==> src/rtl/swarq_pkg.sv <==
package swarq_pkg;

  localparam int MAX_PAYLOAD = 63;
  localparam int LEN_W = $clog2(MAX_PAYLOAD + 1);
  localparam int ADDR_W = $clog2(MAX_PAYLOAD);
  localparam logic [31:0] TIMEOUT_RESET = 32'd3000;
  localparam logic [15:0] CHK_MASK = 16'hFFFF;

  // request codes
  typedef enum logic [1:0] {
    REQ_APP     = 2'd0,
    REQ_RX_HDR  = 2'd1,
    REQ_RX_BYTE = 2'd2,
    REQ_TICK    = 2'd3
  } req_code_t;

  // packet item kinds
  localparam logic KIND_HDR  = 1'b0;
  localparam logic KIND_BYTE = 1'b1;

  typedef enum logic [1:0] {
    APP_IDLE    = 2'd0,
    APP_COLLECT = 2'd1,
    APP_DROP    = 2'd2
  } app_state_t;

  typedef enum logic [1:0] {
    TX_IDLE = 2'd0,
    TX_HDR  = 2'd1,
    TX_BODY = 2'd2
  } tx_state_t;

  typedef struct packed {
    logic [1:0]  req_type;
    logic [7:0]  data_byte;
    logic        last_item;
    logic [31:0] rx_seq;
    logic [31:0] rx_ack_num;
    logic        rx_ack_flag;
    logic [15:0] rx_checksum;
  } req_item_t;

  typedef struct packed {
    logic        out_kind;
    logic        out_seq;
    logic [15:0] out_checksum;
    logic [7:0]  out_byte;
    logic        out_last;
  } pkt_item_t;

  // one send command for the back end
  typedef struct packed {
    logic             seq;
    logic [15:0]      chk;
    logic [LEN_W-1:0] len;
  } send_cmd_t;

  typedef struct packed {
    logic              en;
    logic [ADDR_W-1:0] addr;
    logic [7:0]        data;
  } store_wr_t;

  // back pressure seen by the front end
  typedef struct packed {
    logic q_full;
    logic busy;
  } back_status_t;

endpackage

==> src/rtl/stop_and_wait_arq_sender.sv <==
// a header goes through the command queue and header state; payload bytes
//   follow one per cycle from the replay buffer read port unless stalled
// throughput: one request per cycle; app bytes wait while a packet replays,
//   and every request waits while both send-command slots are taken
// reset: synchronous, active high; clears control state, timeout back to 3000
module stop_and_wait_arq_sender (
  input  logic                 clk,
  input  logic                 rst,
  input  logic                 cfg_we,
  input  logic [31:0]          cfg_wdata,
  input  logic                 req_valid,
  output logic                 req_stall,
  input  swarq_pkg::req_item_t req,
  output logic                 pkt_valid,
  input  logic                 pkt_stall,
  output swarq_pkg::pkt_item_t pkt
);
  import swarq_pkg::*;

  // front to queue
  logic         push;
  send_cmd_t    push_cmd;
  // queue to back
  logic         q_pop;
  send_cmd_t    q_head;
  logic         q_empty;
  logic         q_full;
  // front writes the replay buffer held in the back end
  store_wr_t    store_wr;
  logic         tx_busy;
  back_status_t status;

  // a send is still pending if the back end replays or a command waits
  assign status = '{q_full: q_full, busy: tx_busy || !q_empty};

  // front: takes every request kind, tracks sequence bit, ack wait, timer,
  // message collection and received packet checks
  swarq_front u_front (
    .clk       (clk),
    .rst       (rst),
    .cfg_we    (cfg_we),
    .cfg_wdata (cfg_wdata),
    .req_valid (req_valid),
    .req_stall (req_stall),
    .req       (req),
    .status    (status),
    .push      (push),
    .push_cmd  (push_cmd),
    .store_wr  (store_wr)
  );

  // two-entry queue of send commands (sequence bit, checksum, length)
  swarq_cmd_fifo u_fifo (
    .clk      (clk),
    .rst      (rst),
    .push     (push),
    .push_cmd (push_cmd),
    .pop      (q_pop),
    .head     (q_head),
    .empty    (q_empty),
    .full     (q_full)
  );

  // back: replays header then stored bytes into the output register
  swarq_back u_back (
    .clk       (clk),
    .rst       (rst),
    .store_wr  (store_wr),
    .q_empty   (q_empty),
    .q_head    (q_head),
    .q_pop     (q_pop),
    .busy      (tx_busy),
    .pkt_valid (pkt_valid),
    .pkt_stall (pkt_stall),
    .pkt       (pkt)
  );

endmodule

==> src/rtl/swarq_front.sv <==
module swarq_front (
  input  logic                    clk,
  input  logic                    rst,
  input  logic                    cfg_we,
  input  logic [31:0]             cfg_wdata,
  input  logic                    req_valid,
  output logic                    req_stall,
  input  swarq_pkg::req_item_t    req,
  input  swarq_pkg::back_status_t status,
  output logic                    push,
  output swarq_pkg::send_cmd_t    push_cmd,
  output swarq_pkg::store_wr_t    store_wr
);
  import swarq_pkg::*;

  logic [31:0]      timeout_ticks;
  logic             seq_bit, seq_bit_next;
  logic             awaiting, awaiting_next;
  logic             present, present_next;
  logic [LEN_W-1:0] pay_len, pay_len_next;
  logic [15:0]      byte_sum, byte_sum_next;
  logic [15:0]      tx_chk, tx_chk_next;
  logic [31:0]      timer, timer_next;
  app_state_t       app_st, app_st_next;
  logic [15:0]      rx_sum, rx_sum_next;
  logic [31:0]      rx_ack, rx_ack_next;
  logic             rx_flag, rx_flag_next;
  logic [15:0]      rx_chk, rx_chk_next;
  logic             rx_open, rx_open_next;
  logic             accept;

  // app bytes wait while a replay still reads the store or a send command waits
  assign req_stall = status.q_full || (req.req_type == REQ_APP && status.busy);
  assign accept = req_valid && !req_stall;

  always_ff @(posedge clk) begin
    if (rst) begin
      timeout_ticks <= TIMEOUT_RESET;
    end else if (cfg_we) begin
      timeout_ticks <= cfg_wdata;
    end
  end

  always_ff @(posedge clk) begin
    if (rst) begin
      seq_bit  <= 1'b0;
      awaiting <= 1'b0;
      present  <= 1'b0;
      pay_len  <= '0;
      byte_sum <= '0;
      tx_chk   <= '0;
      timer    <= '0;
      app_st   <= APP_IDLE;
      rx_sum   <= '0;
      rx_ack   <= '0;
      rx_flag  <= 1'b0;
      rx_chk   <= '0;
      rx_open  <= 1'b0;
    end else begin
      seq_bit  <= seq_bit_next;
      awaiting <= awaiting_next;
      present  <= present_next;
      pay_len  <= pay_len_next;
      byte_sum <= byte_sum_next;
      tx_chk   <= tx_chk_next;
      timer    <= timer_next;
      app_st   <= app_st_next;
      rx_sum   <= rx_sum_next;
      rx_ack   <= rx_ack_next;
      rx_flag  <= rx_flag_next;
      rx_chk   <= rx_chk_next;
      rx_open  <= rx_open_next;
    end
  end

  always_comb begin
    logic        send;
    logic        do_eval;
    logic [15:0] ev_sum;
    logic [31:0] ev_ack;
    logic        ev_flag;
    logic [15:0] ev_chk;

    seq_bit_next  = seq_bit;
    awaiting_next = awaiting;
    present_next  = present;
    pay_len_next  = pay_len;
    byte_sum_next = byte_sum;
    tx_chk_next   = tx_chk;
    timer_next    = timer;
    app_st_next   = app_st;
    rx_sum_next   = rx_sum;
    rx_ack_next   = rx_ack;
    rx_flag_next  = rx_flag;
    rx_chk_next   = rx_chk;
    rx_open_next  = rx_open;
    store_wr      = '{en: 1'b0, addr: pay_len[ADDR_W-1:0], data: req.data_byte};
    send          = 1'b0;
    do_eval       = 1'b0;
    ev_sum        = rx_sum;
    ev_ack        = rx_ack;
    ev_flag       = rx_flag;
    ev_chk        = rx_chk;

    if (accept) begin
      unique case (req.req_type)
        REQ_APP: begin
          if (app_st_next == APP_IDLE) begin
            if (awaiting) begin
              app_st_next = APP_DROP;
            end else begin
              app_st_next   = APP_COLLECT;
              pay_len_next  = '0;
              byte_sum_next = '0;
              present_next  = 1'b0;
            end
          end
          if (app_st_next == APP_DROP) begin
            if (req.last_item) begin
              app_st_next = APP_IDLE;
            end
          end else begin
            if (pay_len_next < LEN_W'(MAX_PAYLOAD)) begin
              store_wr.en   = 1'b1;
              store_wr.addr = pay_len_next[ADDR_W-1:0];
              pay_len_next  = pay_len_next + LEN_W'(1);
              byte_sum_next = byte_sum_next + {8'h00, req.data_byte};
            end
            if (req.last_item) begin
              app_st_next   = APP_IDLE;
              tx_chk_next   = (byte_sum_next + {15'h0000, seq_bit}) & CHK_MASK;
              present_next  = 1'b1;
              awaiting_next = 1'b1;
              timer_next    = timeout_ticks;
              send          = 1'b1;
            end
          end
        end
        REQ_RX_HDR: begin
          rx_sum_next  = req.rx_seq[15:0];
          rx_ack_next  = req.rx_ack_num;
          rx_flag_next = req.rx_ack_flag;
          rx_chk_next  = req.rx_checksum;
          rx_open_next = 1'b1;
          ev_sum       = req.rx_seq[15:0];
          ev_ack       = req.rx_ack_num;
          ev_flag      = req.rx_ack_flag;
          ev_chk       = req.rx_checksum;
          do_eval      = req.last_item;
        end
        REQ_RX_BYTE: begin
          if (rx_open) begin
            ev_sum      = rx_sum + {8'h00, req.data_byte};
            rx_sum_next = ev_sum;
            do_eval     = req.last_item;
          end
        end
        REQ_TICK: begin
          if (awaiting) begin
            if (timer <= 32'd1) begin
              timer_next = timeout_ticks;
              send       = 1'b1;
            end else begin
              timer_next = timer - 32'd1;
            end
          end
        end
        default: ;
      endcase

      if (do_eval) begin
        rx_open_next = 1'b0;
        if (awaiting) begin
          if (ev_sum != ev_chk || (ev_flag && ev_ack != {31'd0, seq_bit})) begin
            timer_next = timeout_ticks;
            send       = 1'b1;
          end else if (ev_flag) begin
            awaiting_next = 1'b0;
            timer_next    = '0;
            seq_bit_next  = ~seq_bit;
          end
        end
      end
    end

    push     = send && present_next;
    push_cmd = '{seq: seq_bit_next, chk: tx_chk_next, len: pay_len_next};
  end

endmodule

==> src/rtl/swarq_cmd_fifo.sv <==
module swarq_cmd_fifo (
  input  logic                 clk,
  input  logic                 rst,
  input  logic                 push,
  input  swarq_pkg::send_cmd_t push_cmd,
  input  logic                 pop,
  output swarq_pkg::send_cmd_t head,
  output logic                 empty,
  output logic                 full
);
  import swarq_pkg::*;

  send_cmd_t  slots [2];
  logic       wr_ptr;
  logic       rd_ptr;
  logic [1:0] count;

  assign head  = slots[rd_ptr];
  assign empty = (count == 2'd0);
  assign full  = (count == 2'd2);

  always_ff @(posedge clk) begin
    if (push) begin
      slots[wr_ptr] <= push_cmd;
    end
  end

  always_ff @(posedge clk) begin
    if (rst) begin
      wr_ptr <= 1'b0;
      rd_ptr <= 1'b0;
      count  <= '0;
    end else begin
      if (push) begin
        wr_ptr <= ~wr_ptr;
      end
      if (pop) begin
        rd_ptr <= ~rd_ptr;
      end
      count <= count + {1'b0, push} - {1'b0, pop};
    end
  end

endmodule

==> src/rtl/swarq_back.sv <==
module swarq_back (
  input  logic                 clk,
  input  logic                 rst,
  input  swarq_pkg::store_wr_t store_wr,
  input  logic                 q_empty,
  input  swarq_pkg::send_cmd_t q_head,
  output logic                 q_pop,
  output logic                 busy,
  output logic                 pkt_valid,
  input  logic                 pkt_stall,
  output swarq_pkg::pkt_item_t pkt
);
  import swarq_pkg::*;

  logic [7:0]       store [MAX_PAYLOAD];
  tx_state_t        tx_st, tx_st_next;
  send_cmd_t        cmd, cmd_next;
  logic [LEN_W-1:0] fetch_idx, fetch_idx_next;
  logic [LEN_W-1:0] emit_idx, emit_idx_next;
  logic             rd_v, rd_v_next;
  logic [7:0]       rd_q;
  logic             rd_en;
  logic             load_ok;
  logic             load_hdr;
  logic             load_byte;
  logic             out_v;
  pkt_item_t        out_q;

  assign busy      = (tx_st != TX_IDLE);
  assign pkt_valid = out_v;
  assign pkt       = out_q;
  assign load_ok   = !out_v || !pkt_stall;

  always_ff @(posedge clk) begin
    if (store_wr.en) begin
      store[store_wr.addr] <= store_wr.data;
    end
    if (rd_en) begin
      rd_q <= store[fetch_idx[ADDR_W-1:0]];
    end
  end

  always_ff @(posedge clk) begin
    if (rst) begin
      tx_st     <= TX_IDLE;
      fetch_idx <= '0;
      emit_idx  <= '0;
      rd_v      <= 1'b0;
    end else begin
      tx_st     <= tx_st_next;
      fetch_idx <= fetch_idx_next;
      emit_idx  <= emit_idx_next;
      rd_v      <= rd_v_next;
    end
  end

  always_ff @(posedge clk) begin
    cmd <= cmd_next;
  end

  always_comb begin
    tx_st_next     = tx_st;
    cmd_next       = cmd;
    fetch_idx_next = fetch_idx;
    emit_idx_next  = emit_idx;
    q_pop          = 1'b0;
    load_hdr       = 1'b0;
    load_byte      = 1'b0;
    rd_en          = 1'b0;

    unique case (tx_st)
      TX_IDLE: begin
        if (!q_empty) begin
          q_pop          = 1'b1;
          cmd_next       = q_head;
          tx_st_next     = TX_HDR;
          fetch_idx_next = '0;
          emit_idx_next  = '0;
        end
      end
      TX_HDR: begin
        if (load_ok) begin
          load_hdr   = 1'b1;
          tx_st_next = (cmd.len == '0) ? TX_IDLE : TX_BODY;
        end
      end
      TX_BODY: begin
        if (rd_v && load_ok) begin
          load_byte     = 1'b1;
          emit_idx_next = emit_idx + LEN_W'(1);
          if (emit_idx + LEN_W'(1) == cmd.len) begin
            tx_st_next = TX_IDLE;
          end
        end
      end
      default: tx_st_next = TX_IDLE;
    endcase

    // one byte of prefetch ahead of the output register
    if (tx_st != TX_IDLE && fetch_idx < cmd.len && (!rd_v || load_byte)) begin
      rd_en          = 1'b1;
      fetch_idx_next = fetch_idx + LEN_W'(1);
    end

    if (rd_en) begin
      rd_v_next = 1'b1;
    end else if (load_byte) begin
      rd_v_next = 1'b0;
    end else begin
      rd_v_next = rd_v;
    end
  end

  always_ff @(posedge clk) begin
    if (rst) begin
      out_v <= 1'b0;
    end else if (load_hdr || load_byte) begin
      out_v <= 1'b1;
    end else if (!pkt_stall) begin
      out_v <= 1'b0;
    end
  end

  always_ff @(posedge clk) begin
    if (load_hdr) begin
      out_q <= '{out_kind: KIND_HDR, out_seq: cmd.seq, out_checksum: cmd.chk,
                 out_byte: 8'h00, out_last: (cmd.len == '0)};
    end else if (load_byte) begin
      out_q <= '{out_kind: KIND_BYTE, out_seq: cmd.seq, out_checksum: 16'h0000,
                 out_byte: rd_q, out_last: (emit_idx + LEN_W'(1) == cmd.len)};
    end
  end

endmodule

==> config.mk <==
export PLATFORM = sky130hd
export DESIGN_NAME = stop_and_wait_arq_sender
export DESIGN_NICKNAME = d
export VERILOG_FILES = /design/src/rtl/swarq_pkg.sv /design/src/rtl/stop_and_wait_arq_sender.sv /design/src/rtl/swarq_front.sv /design/src/rtl/swarq_cmd_fifo.sv /design/src/rtl/swarq_back.sv
export SDC_FILE = /design/constraint.sdc
export NUM_CORES = 1
export LEC_CHECK = 0
export ABC_AREA = 1
export BUFFER_PORTS_ARGS = -buffer_cell sky130_fd_sc_hd__buf_2
export CORE_MARGIN = 8
export CORE_UTILIZATION = 30
export CTS_CLUSTER_DIAMETER = 30
export DETAILED_ROUTE_END_ITERATION = 10
export GPL_ROUTABILITY_DRIVEN = 0
export PLACE_DENSITY = 0.51
export SYNTH_ARGS = -nofsm -noshare
export SYNTH_HDL_FRONTEND = slang
export SYNTH_SLANG_ARGS = --single-unit
==> constraint.sdc <==
create_clock -name clk -period 3.75 [get_ports clk]
set_input_delay 0 -clock clk [delete_from_list [all_inputs] [get_ports clk]]
set_output_delay 0 -clock clk [all_outputs]
set_load 0.005 [all_outputs]
==> results.cfg, run 1 <==
[status]
outcome = completed

[grt]
grt_pass1_wl_um = 176000
grt_use_total = 0.165
grt_pass1_vias = 29325
overflow = 0
grt_max_degree = 111
antenna_found_initial = 2

[power]
p_leak_nw = 18.6
vdd_drop_max_v = 0.000489
powerDensity_mw_per_mm2 = 693

[synth]
ys_types = 57
synth-async-reset-ratio = 0
synth_top_area_cell = edfxtp_1
synth-seq-cells = 801
avgSynthCellArea_um2 = 9.42
synth_fp_nets = 4076
synth_edf_count = 599
syn_inst = 3911
synth_area_leaders = edfxtp_1, dfxtp_1, o21ai_0
ys_seq_area_frac = 0.598
ys.flop_type = edfxtp_1
syn-cell-area_mm2 = 0.0368
synth_top_area_frac = 0.488
yosysWarnings = 0

[sta]
setup_viol = 0
hold_viol_final = 0
holdWs_ns = 0.0650
rsz0062_at_grt = false
period_minus_slack_ns = 3.48
worstMarginPinSlew_ns = 1.07
fin_setup_tns_ns = 0
finalCritPeriodShare = 0.928
max_freq_mhz = 288
finClkSkew_ns = 0.0511
relSlewSlack = 0.284
maxSlewViolCount = 0

[layout]
design_area_mm2 = 0.0485
fin_util = 0.398
finalNonFillerCells = 6138
antenna_cells = 0
fillers = 11860
nets = 4517
area_growth_pct = 31.7
drive_above_1_share = 0.150

[clock_tree]
root_buffer = clkbuf_16
clk_latency_ns = 0.77
clock_sink_count = 801
cts.clk_slew.worst_paths_ns = 0.04
cts_inserted_buffers = 189
cts_tree = done
cts_buffer_depth = 3
htree_levels = 4

[worst_setup_path]
path_buf_inv = 2
cpMaxStageDelayCell = dlygate4sd3_1
reg2regPathDepth = 23
crit_top_cell = nand2_1
regToRegStartpoint = u_front.rx_sum[0]$_SDFFE_PP0P_
crit_path_end_kind = flip-flop
cp_top_family = simple AND/OR/NAND/NOR gates
worstPathRequired_ns = 4.42
rrSetupSlack_ns = 0.27
crit_type = reg -> reg
worstPathMaxFanout = 4
cp.arrival_ns = 4.15
slowest_delay_ns = 0.54
start_kind = flip-flop
crit_chain = ha_2 > nand2_1 > nand2_1 > dlygate4sd3_1 > nand2_1 > nand2_1 > xor2_1 > nand3b_1 > nor2_1 > nand3_1 > nor2_1 > nand3_1 > nor2_4 > nand2_4 > nand2_1 > nand2_1 > nand2_2 > ha_1 > inv_2 > ha_4 > xor2_2 > o21ai_1 > a21oi_1
r2r-end = u_fifo.count[1]$_SDFF_PP0_

[route]
ant_nets = 0
viasPerCell = 4.91
firstDrtPassIters = 5
wl_per_cell_um = 18.7
drc = 0
vias = 30136
finalWirelength_um = 115000
drt_iter0_markers = 2825

[min_path]
hold_class = in -> reg
holdPathEnd = u_front.rx_chk[8]$_SDFFE_PP0P_
min_path_cells = 6
min_from = req[8]

[die]
dieArea_mm2 = 0.134
die_w_um = 366
fp-row-count = 128
initial_core_util = 0.302
io_pins = 158
dieHeight_um = 366
core_area_mm2 = 0.122

[place]
hpwl_um = 70700
dp_cells = 5602
port_buffers = 141
post_dp_cell_area_mm2 = 0.0401

[job]
cap_violations = 0
placed cells by master (no fill, tap or decap), types with 141 or more instances in the layout:
cell | netlist | routed
a21oi_1 | 221 | 221
buf_2 | 22 | 141
buf_4 | 2 | 150
clkbuf_16 | 0 | 189
dfxtp_1 | 202 | 196
dlygate4sd3_1 | 0 | 180
edfxtp_1 | 599 | 599
inv_1 | 256 | 252
nand2_1 | 607 | 605
nand3_1 | 160 | 159
nor2_1 | 615 | 608
o21ai_0 | 470 | 468
cell type report:
cell class | count | area, um^2 | area share
repair buffers | 485 | 3910 | 0.0807
flip-flops and latches | 801 | 22000 | 0.454
multi-input cells | 2601 | 12900 | 0.266
inverters | 274 | 1050 | 0.0216
clock buffers | 229 | 4990 | 0.103
well taps | 1625 | 2030 | 0.0419
clock inverters | 123 | 1590 | 0.0327
metrics by stage:
stage | power [W] | setup WS (ns)
2_1_floorplan | 0.0148 | 0.130
3_3_place_gp | 0.0170 | 0.162
3_5_place_dp | 0.0170 | 0.163
4_1_cts | 0.0339 | 0.102
5_1_grt | 0.0352 | 0.00522
6_report | 0.0336 | 0.272
cell usage after synthesis (5+ instances only):
cell type  number
nor2_1        615
nand2_1       607
edfxtp_1      599
o21ai_0       470
inv_1         256
a21oi_1       221
dfxtp_1       202
clkbuf_1      190
nand3_1       160
o22ai_1       119
o211ai_1       57
xor2_1         50
o21ai_1        43
ha_1           34
a31oi_1        32
nand4_1        26
nor3_1         23
o221ai_1       23
buf_2          22
o211a_1        18
buf_1          16
or2_2          16
inv_2          14
mux2i_1         9
or2_0           7
a221oi_1        6
o32ai_1         6
a211oi_1        5
buf_6           5
o21a_1          5
or2_1           5
worst reg2reg max path, cell delays in order (launching register included):
cell and delay (ns):
dfxtp_2 0.33, ha_2 0.33, nand2_1 0.06, nand2_1 0.06
dlygate4sd3_1 0.54, nand2_1 0.07, nand2_1 0.10, xor2_1 0.14
nand3b_1 0.09, nor2_1 0.09, nand3_1 0.08, nor2_1 0.12
nand3_1 0.13, nor2_4 0.19, nand2_4 0.06, nand2_1 0.05
nand2_1 0.07, nand2_2 0.13, ha_1 0.25, inv_2 0.07
ha_4 0.13, xor2_2 0.13, o21ai_1 0.07, a21oi_1 0.13
state kept, by name, summed over array words and instances (netlist names), 8 cells and up:
register               flops
u_front.rx_sum            16
u_front.tx_chk            16
u_front.rx_ack            32
u_back.cmd                23
u_front.byte_sum          16
u_front.timer             32
u_back.pkt                27
u_back.store             504
u_front.rx_chk            16
u_front.timeout_ticks     32
u_fifo.slots              46
u_back.rd_q                8
cells by family (layout without fill, tap and decap cells):
kind of cell | after synthesis | count (layout) | synth area share
AOI/OAI and AO/OA | 1023 | 1023 | 0.157
buffers and inverters | 509 | 1111 | 0.0540
xor gates and xnor gates | 54 | 54 | 0.0128
DFF | 801 | 801 | 0.598
muxes | 9 | 9 | 0.00245
and+or+nand+nor | 1479 | 1479 | 0.164
adders and majority gates | 36 | 36 | 0.0126
worst max-delay path by stage:
| stage | cells after the start | from | slack [ns] | end |
|---|---|---|---|---|
| after floorplan | 22 | u_front.rx_sum[0]$_SDFFE_PP0P_ | 0.13 | u_fifo.slots[1][0]$_DFFE_PP_ |
| after global placement | 28 | u_front.rx_sum[0]$_SDFFE_PP0P_ | 0.16 | u_fifo.count[1]$_SDFF_PP0_ |
| after detailed placement | 25 | u_front.rx_sum[0]$_SDFFE_PP0P_ | 0.16 | u_fifo.count[1]$_SDFF_PP0_ |
| after CTS | 24 | u_front.rx_open$_SDFFE_PP0P_ | 0.10 | u_fifo.count[1]$_SDFF_PP0_ |
| after global routing | 21 | u_front.app_st[1]$_SDFFE_PP0P_ | 0.005 | u_fifo.slots[0][17]$_DFFE_PP_ |
| final | 23 | u_front.rx_sum[0]$_SDFFE_PP0P_ | 0.27 | u_fifo.count[1]$_SDFF_PP0_ |
routing by layer:
layer | wire length (um) | track usage | vias up
met2 | 54300 | 0.271 | 909
met3 | 6880 | 0.0320 | 135
met4 | 1870 | 0.0456 | 0
met1 | 51900 | 0.222 | 14498
li1 | - | - | 14594
met5 | 0 | 0 | -
what timing repair did:
item / 4_1_cts / 5_1_grt
hold buffers: 180 / 0
setup buffers: 0 / 4
setup endpoints to repair: 0 / 28
resized for setup: 0 / 18
endpoints found under the hold margin: 262 / 0
power by group:
part	total [W]	internal, W	leakage, nW	switching, W
Clock	0.0165	0.0113	3.13	0.00529
Sequential	0.0108	0.0103	7.10	0.000447
Combinational	0.00632	0.00207	8.35	0.00425
Power figures use the tool's default switching activity.
==> run 2, diff against run 1 <==
--- a/config.mk
+++ b/config.mk
@@ -7,6 +7,7 @@
 export LEC_CHECK = 0
 export ABC_AREA = 1
 export BUFFER_PORTS_ARGS = -buffer_cell sky130_fd_sc_hd__buf_2
+export CORE_ASPECT_RATIO = 0.75
 export CORE_MARGIN = 8
 export CORE_UTILIZATION = 30
 export CTS_CLUSTER_DIAMETER = 30
==> run 2 against run 1 <==
Count of clock-buffer cells in the layout is 54 lower. Sequential cell count stayed put. Utilization is 1.5 points lower. Combinational power is 2% lower. Sequential share of layout area is 1.7 points higher.
==> results.cfg, run 2 (synthesis gave the netlist of run 1 again) <==
[route]
firstDrtPassIters = 6
vias = 29956
wl_per_cell_um = 19.0
ant_nets = 0
drt_iter0_markers = 2760
finalWirelength_um = 115000
viasPerCell = 4.94
drc = 0

[sta]
period_minus_slack_ns = 3.47
max_freq_mhz = 289
maxSlewViolCount = 0
hold_viol_final = 0
finalCritPeriodShare = 0.924
fin_setup_tns_ns = 0
finClkSkew_ns = 0.0693
setup_viol = 0
worstMarginPinSlew_ns = 0.924
rsz0062_at_grt = false
relSlewSlack = 0.381

[min_path]
min_from = req[91]
hold_class = in -> reg

[job]
cap_violations = 0

[worst_setup_path]
crit_start = u_front.rx_sum[0]$_SDFFE_PP0P_
start_kind = flip-flop
cp.arrival_ns = 4.10
crit_chain = ha_2 > inv_1 > fa_2 > nand2_1 > o21ai_0 > o21ai_1 > o21ai_1 > nor2_1 > nand3b_1 > nor2_1 > nand3_1 > nor2_1 > nand3_1 > nor2_4 > nand2_4 > nand2_1 > nand2_1 > nand2_2 > ha_1 > inv_1 > ha_1 > xor2_1 > o21ai_0 > a21oi_1
slowest_delay_ns = 0.51
cpMaxStageDelayCell = fa_2
crit_type = reg -> reg
crit_path_end_kind = flip-flop
worstPathMaxFanout = 4
regToRegStartpoint = u_front.rx_sum[0]$_SDFFE_PP0P_
worstPathRequired_ns = 4.38

[layout]
largest-register = u_back.store
final_common_cell = nor2_1
area_growth_pct = 26.9
finalNonFillerCells = 6066
drive_above_1_share = 0.139
nets = 4468
most-common-layout-cells = nor2_1, nand2_1, edfxtp_1
largest_reg_flops = 504
reg_top3 = u_back.store x504, u_fifo.slots x46

[die]
core_area_mm2 = 0.122
dieHeight_um = 319
die_w_um = 421
io_pins = 158
dieArea_mm2 = 0.134
initial_core_util = 0.302
fp-row-count = 111

[grt]
grt_max_degree = 121
grt_use_total = 0.166
antenna_found_initial = 7
overflow = 0
grt_pass1_vias = 28485
grt_pass1_wl_um = 175000

[place]
dp_cells = 5623
port_buffers = 141
hpwl_um = 71900

[clock_tree]
cts.clk_slew.worst_paths_ns = 0.05
root_buffer = clkbuf_16
cts_inserted_buffers = 146
htree_levels = 4
clk_latency_ns = 0.76
cts_tree = done
cts_buffer_depth = 3
clock_sink_count = 801

[power]
p_leak_nw = 17.7
powerDensity_mw_per_mm2 = 641
vdd_drop_max_v = 0.000434

[status]
outcome = completed
-- run 2: metrics by stage --
step	setup WS [ns]	cell area, um^2	hold WS [ns]	utilization	power, W
after CTS	0.131	46700	0.0324	0.382	0.0302
after global placement	0.172	40000	0.216	0.328	0.0169
after floorplan	0.130	36800	0.0989	-	0.0148
after global routing	0.000852	46700	0.0781	0.383	0.0315
final	0.284	46700	0.109	0.383	0.0300
after detailed placement	0.198	40000	0.217	0.328	0.0170
-- run 2: power by group --
group	total, W	internal [W]	switching [W]
Combinational	0.00620	0.00195	0.00425
Sequential	0.0108	0.0103	0.000459
Clock	0.0130	0.00814	0.00487
Total	0.0300	0.0204	0.00958
-- run 2: what timing repair did --
item | CTS | global route
setup endpoints to repair | 0 | 34
hold buffers | 168 | 0
resized for setup | 0 | 10
buffers inserted | 0 | 2
hold endpoints to repair | 255 | 0
-- run 2: final cells by class --
| class | instances | area (um^2) |
|---|---|---|
| Antenna cell | 3 | 7.51 |
| Inverter | 274 | 1040 |
| Clock inverter | 95 | 1120 |
| Tap cell | 1638 | 2050 |
| Sequential cell | 801 | 22000 |
| Fill cell | 12015 | 75300 |
| Clock buffer | 175 | 3830 |
| Timing Repair Buffer | 479 | 3750 |
| Multi-Input combinational cell | 2601 | 12900 |
-- run 2: worst max-delay path, delay by kind of cell (launching register included) --
| family | cells | cell delay [ns] |
|---|---|---|
| XOR/XNOR | 1 | 0.17 |
| flip-flops | 1 | 0.34 |
| buffers and inverters | 2 | 0.12 |
| AND/OR/NAND/NOR | 12 | 1.15 |
| adder cells (fa/ha/maj) | 4 | 1.07 |
| AO/OA/AOI/OAI | 5 | 0.51 |
-- run 2: layer usage --
metal / up-vias / GRT usage / share of wire
met5: - / 0 / 0.00024
met4: 4 / 0.0487 / 0.023
met3: 171 / 0.0352 / 0.071
met2: 977 / 0.241 / 0.42
met1: 14322 / 0.248 / 0.49
li1: 14482 / - / -
-- run 2: final timing paths --
check / endpoint / slack [ns] / cells after the start
worst max-delay path: u_fifo.count[1]$_SDFF_PP0_ / 0.28 / 24
worst min-delay path: u_front.rx_open$_SDFFE_PP0P_ / 0.11 / 6
worst max register to register: u_fifo.count[1]$_SDFF_PP0_ / 0.28 / 24
worst min register to register: u_front.rx_ack[27]$_SDFFE_PP0P_ / 0.45 / 2
==> run 3, diff against run 2 <==
--- a/config.mk
+++ b/config.mk
@@ -7,12 +7,13 @@
 export LEC_CHECK = 0
 export ABC_AREA = 1
 export BUFFER_PORTS_ARGS = -buffer_cell sky130_fd_sc_hd__buf_2
-export CORE_ASPECT_RATIO = 0.75
+export CORE_ASPECT_RATIO = 1.5
 export CORE_MARGIN = 8
 export CORE_UTILIZATION = 30
 export CTS_CLUSTER_DIAMETER = 30
 export DETAILED_ROUTE_END_ITERATION = 10
 export GPL_ROUTABILITY_DRIVEN = 0
+export GPL_TIMING_DRIVEN = 0
 export PLACE_DENSITY = 0.51
 export SYNTH_ARGS = -nofsm -noshare
 export SYNTH_HDL_FRONTEND = slang
==> run 3 against run 2 <==
The run now ends with setup timing left. Sequential cell count is the same. Worst setup slack lost 0.32 ns. Sequential power is essentially flat. Cell count grew 1.1%. Power grew 3.0%. Sequential share of layout area shrank 0.88 points. Count of clock-buffer cells in the layout shrank 22. Wire length grew 29%. Critical path depth shrank 16. Worst hold slack lost 0.068 ns. Highest routed layer unchanged. Via count grew 7.2%. First-iteration DRC count grew 1.4%.
==> results.cfg, run 3 (synthesis gave the netlist of run 1 again) <==
[status]
outcome = complete, but fails checks
violations = setup timing

[grt]
grt_pass1_vias = 31838
grt_use_total = 0.215
grt_pass1_wl_um = 212000
antenna_found_initial = 3
grt_max_degree = 66
overflow = 0

[route]
wl_per_cell_um = 24.2
firstDrtPassIters = 6
ant_nets = 0
viasPerCell = 5.24
vias = 32108
drc = 0
drt_iter0_markers = 2798
finalWirelength_um = 148000

[sta]
relSlewSlack = 0.237
period_minus_slack_ns = 3.78
worstMarginPinSlew_ns = 1.14
fin_setup_tns_ns = -0.0474
setup_viol = 2
finClkSkew_ns = 0.0355
max_freq_mhz = 264
timing.final.ws_setup_ns = -0.0341
rsz0062_at_grt = false
maxSlewViolCount = 0
finalCritPeriodShare = 1.01
hold_viol_final = 0

[worst_setup_path]
worstPathMaxFanout = 10
cp.arrival_ns = 4.23
start_kind = flip-flop
worstPathRequired_ns = 4.20
crit_type = reg -> reg
crit_path_end_kind = flip-flop

[clock_tree]
cts_tree = done
cts.clk_slew.worst_paths_ns = 0.06
cts_inserted_buffers = 136
htree_levels = 4
root_buffer = clkbuf_16
clk_latency_ns = 0.75
cts_buffer_depth = 3
clock_sink_count = 801

[min_path]
hold_class = in -> reg

[place]
dp_slack_ns = -1.37
port_buffers = 140
hpwl_um = 104000

[layout]
most-common-layout-cells = edfxtp_1, nand2_1, nor2_1
drive_above_1_share = 0.149
largest_reg_flops = 504
fillers = 11933
area_growth_pct = 29.2
reg_top3 = u_back.store x504, u_fifo.slots x46
final_common_cell = edfxtp_1
nets = 4595
largest-register = u_back.store

[die]
fp-row-count = 157
initial_core_util = 0.302
dieArea_mm2 = 0.134
io_pins = 158
die_w_um = 302
core_area_mm2 = 0.122
dieHeight_um = 445

[power]
p_leak_nw = 17.8
powerDensity_mw_per_mm2 = 649
vdd_drop_max_v = 0.000391

[job]
cap_violations = 0
==> run 3: cell count changes in the layout (fill, tap and decap cells not counted), moves of 14 or more <==
cell	change
buf_1	+14
buf_12	+22
buf_4	-118
clkbuf_1	+143
clkbuf_2	+32
nor2_1	-64
nor2_4	+57
==> run 3: final cells by class <==
type                    count  area (um^2)  area share
diodes                      2         5.00    0.000105
clock inverters            93         1010      0.0213
plain buffers             234         1020      0.0214
inverters                 274         1050      0.0220
flip-flops and latches    801        22000       0.463
clock buffers             153         3590      0.0755
repair buffers            382         3380      0.0711
well taps                1590         1990      0.0418
multi-input cells        2601        13500       0.284
==> run 3: critical path: stages (launching register included) <==
cell and delay [ns]:
dfxtp_1 0.55, clkbuf_1 0.41, clkbuf_1 0.81, o21ai_0 0.21, o22ai_1 0.37, o21ai_0 0.13
o21ai_0 0.33, o21ai_0 0.12, o21ai_0 0.55
==> run 3: stage by stage <==
step | util | power (W) | hold WS, ns | instances | cell area, um^2
after floorplan | - | 0.0148 | 0.0989 | 3911 | 36800
after detailed placement | 0.325 | 0.0181 | 0.231 | 5645 | 39600
final | 0.390 | 0.0309 | 0.0408 | 6130 | 47600
after global routing | 0.390 | 0.0319 | 0.0308 | 6129 | 47600
after CTS | 0.388 | 0.0309 | 0.00520 | 6117 | 47300
after global placement | 0.324 | 0.0169 | 0.226 | 5641 | 39500
==> run 3: worst paths after layout <==
kind / start / to / slack, ns / cells past startpoint
setup / recovery: u_back.fetch_idx[1]$_SDFFE_PP0P_ / u_back.rd_q[3]$_DFFE_PP_ / -0.03 / 8
hold / removal: cfg_we / u_front.timeout_ticks[28]$_SDFFE_PP0P_ / 0.04 / 4
setup reg to reg: u_back.fetch_idx[1]$_SDFFE_PP0P_ / u_back.rd_q[3]$_DFFE_PP_ / -0.03 / 8
hold reg to reg: u_front.rx_ack[8]$_SDFFE_PP0P_ / u_front.rx_ack[8]$_SDFFE_PP0P_ / 0.45 / 2
==> run 3: report_power, final <==
part,internal [W],switching [W]
clock,0.00788,0.00461
combinational,0.00206,0.00563
sequential,0.0103,0.000414
==> run 3: timing repair <==
action,4_1_cts,5_1_grt
hold buffers,167,1
pin swaps,51,23
hold endpoints to repair,356,39
buffers inserted,59,9
cloned,0,0
setup endpoints to repair,598,462
resized for setup,188,63
==> run 3: metal layers <==
metal  track usage  wire [um]  up-vias
li1              -          -    14734
met1         0.218      50800    15439
met2         0.382      74300     1410
met3        0.0395       9140      523
met4         0.174      14100        2
met5             0         13        -
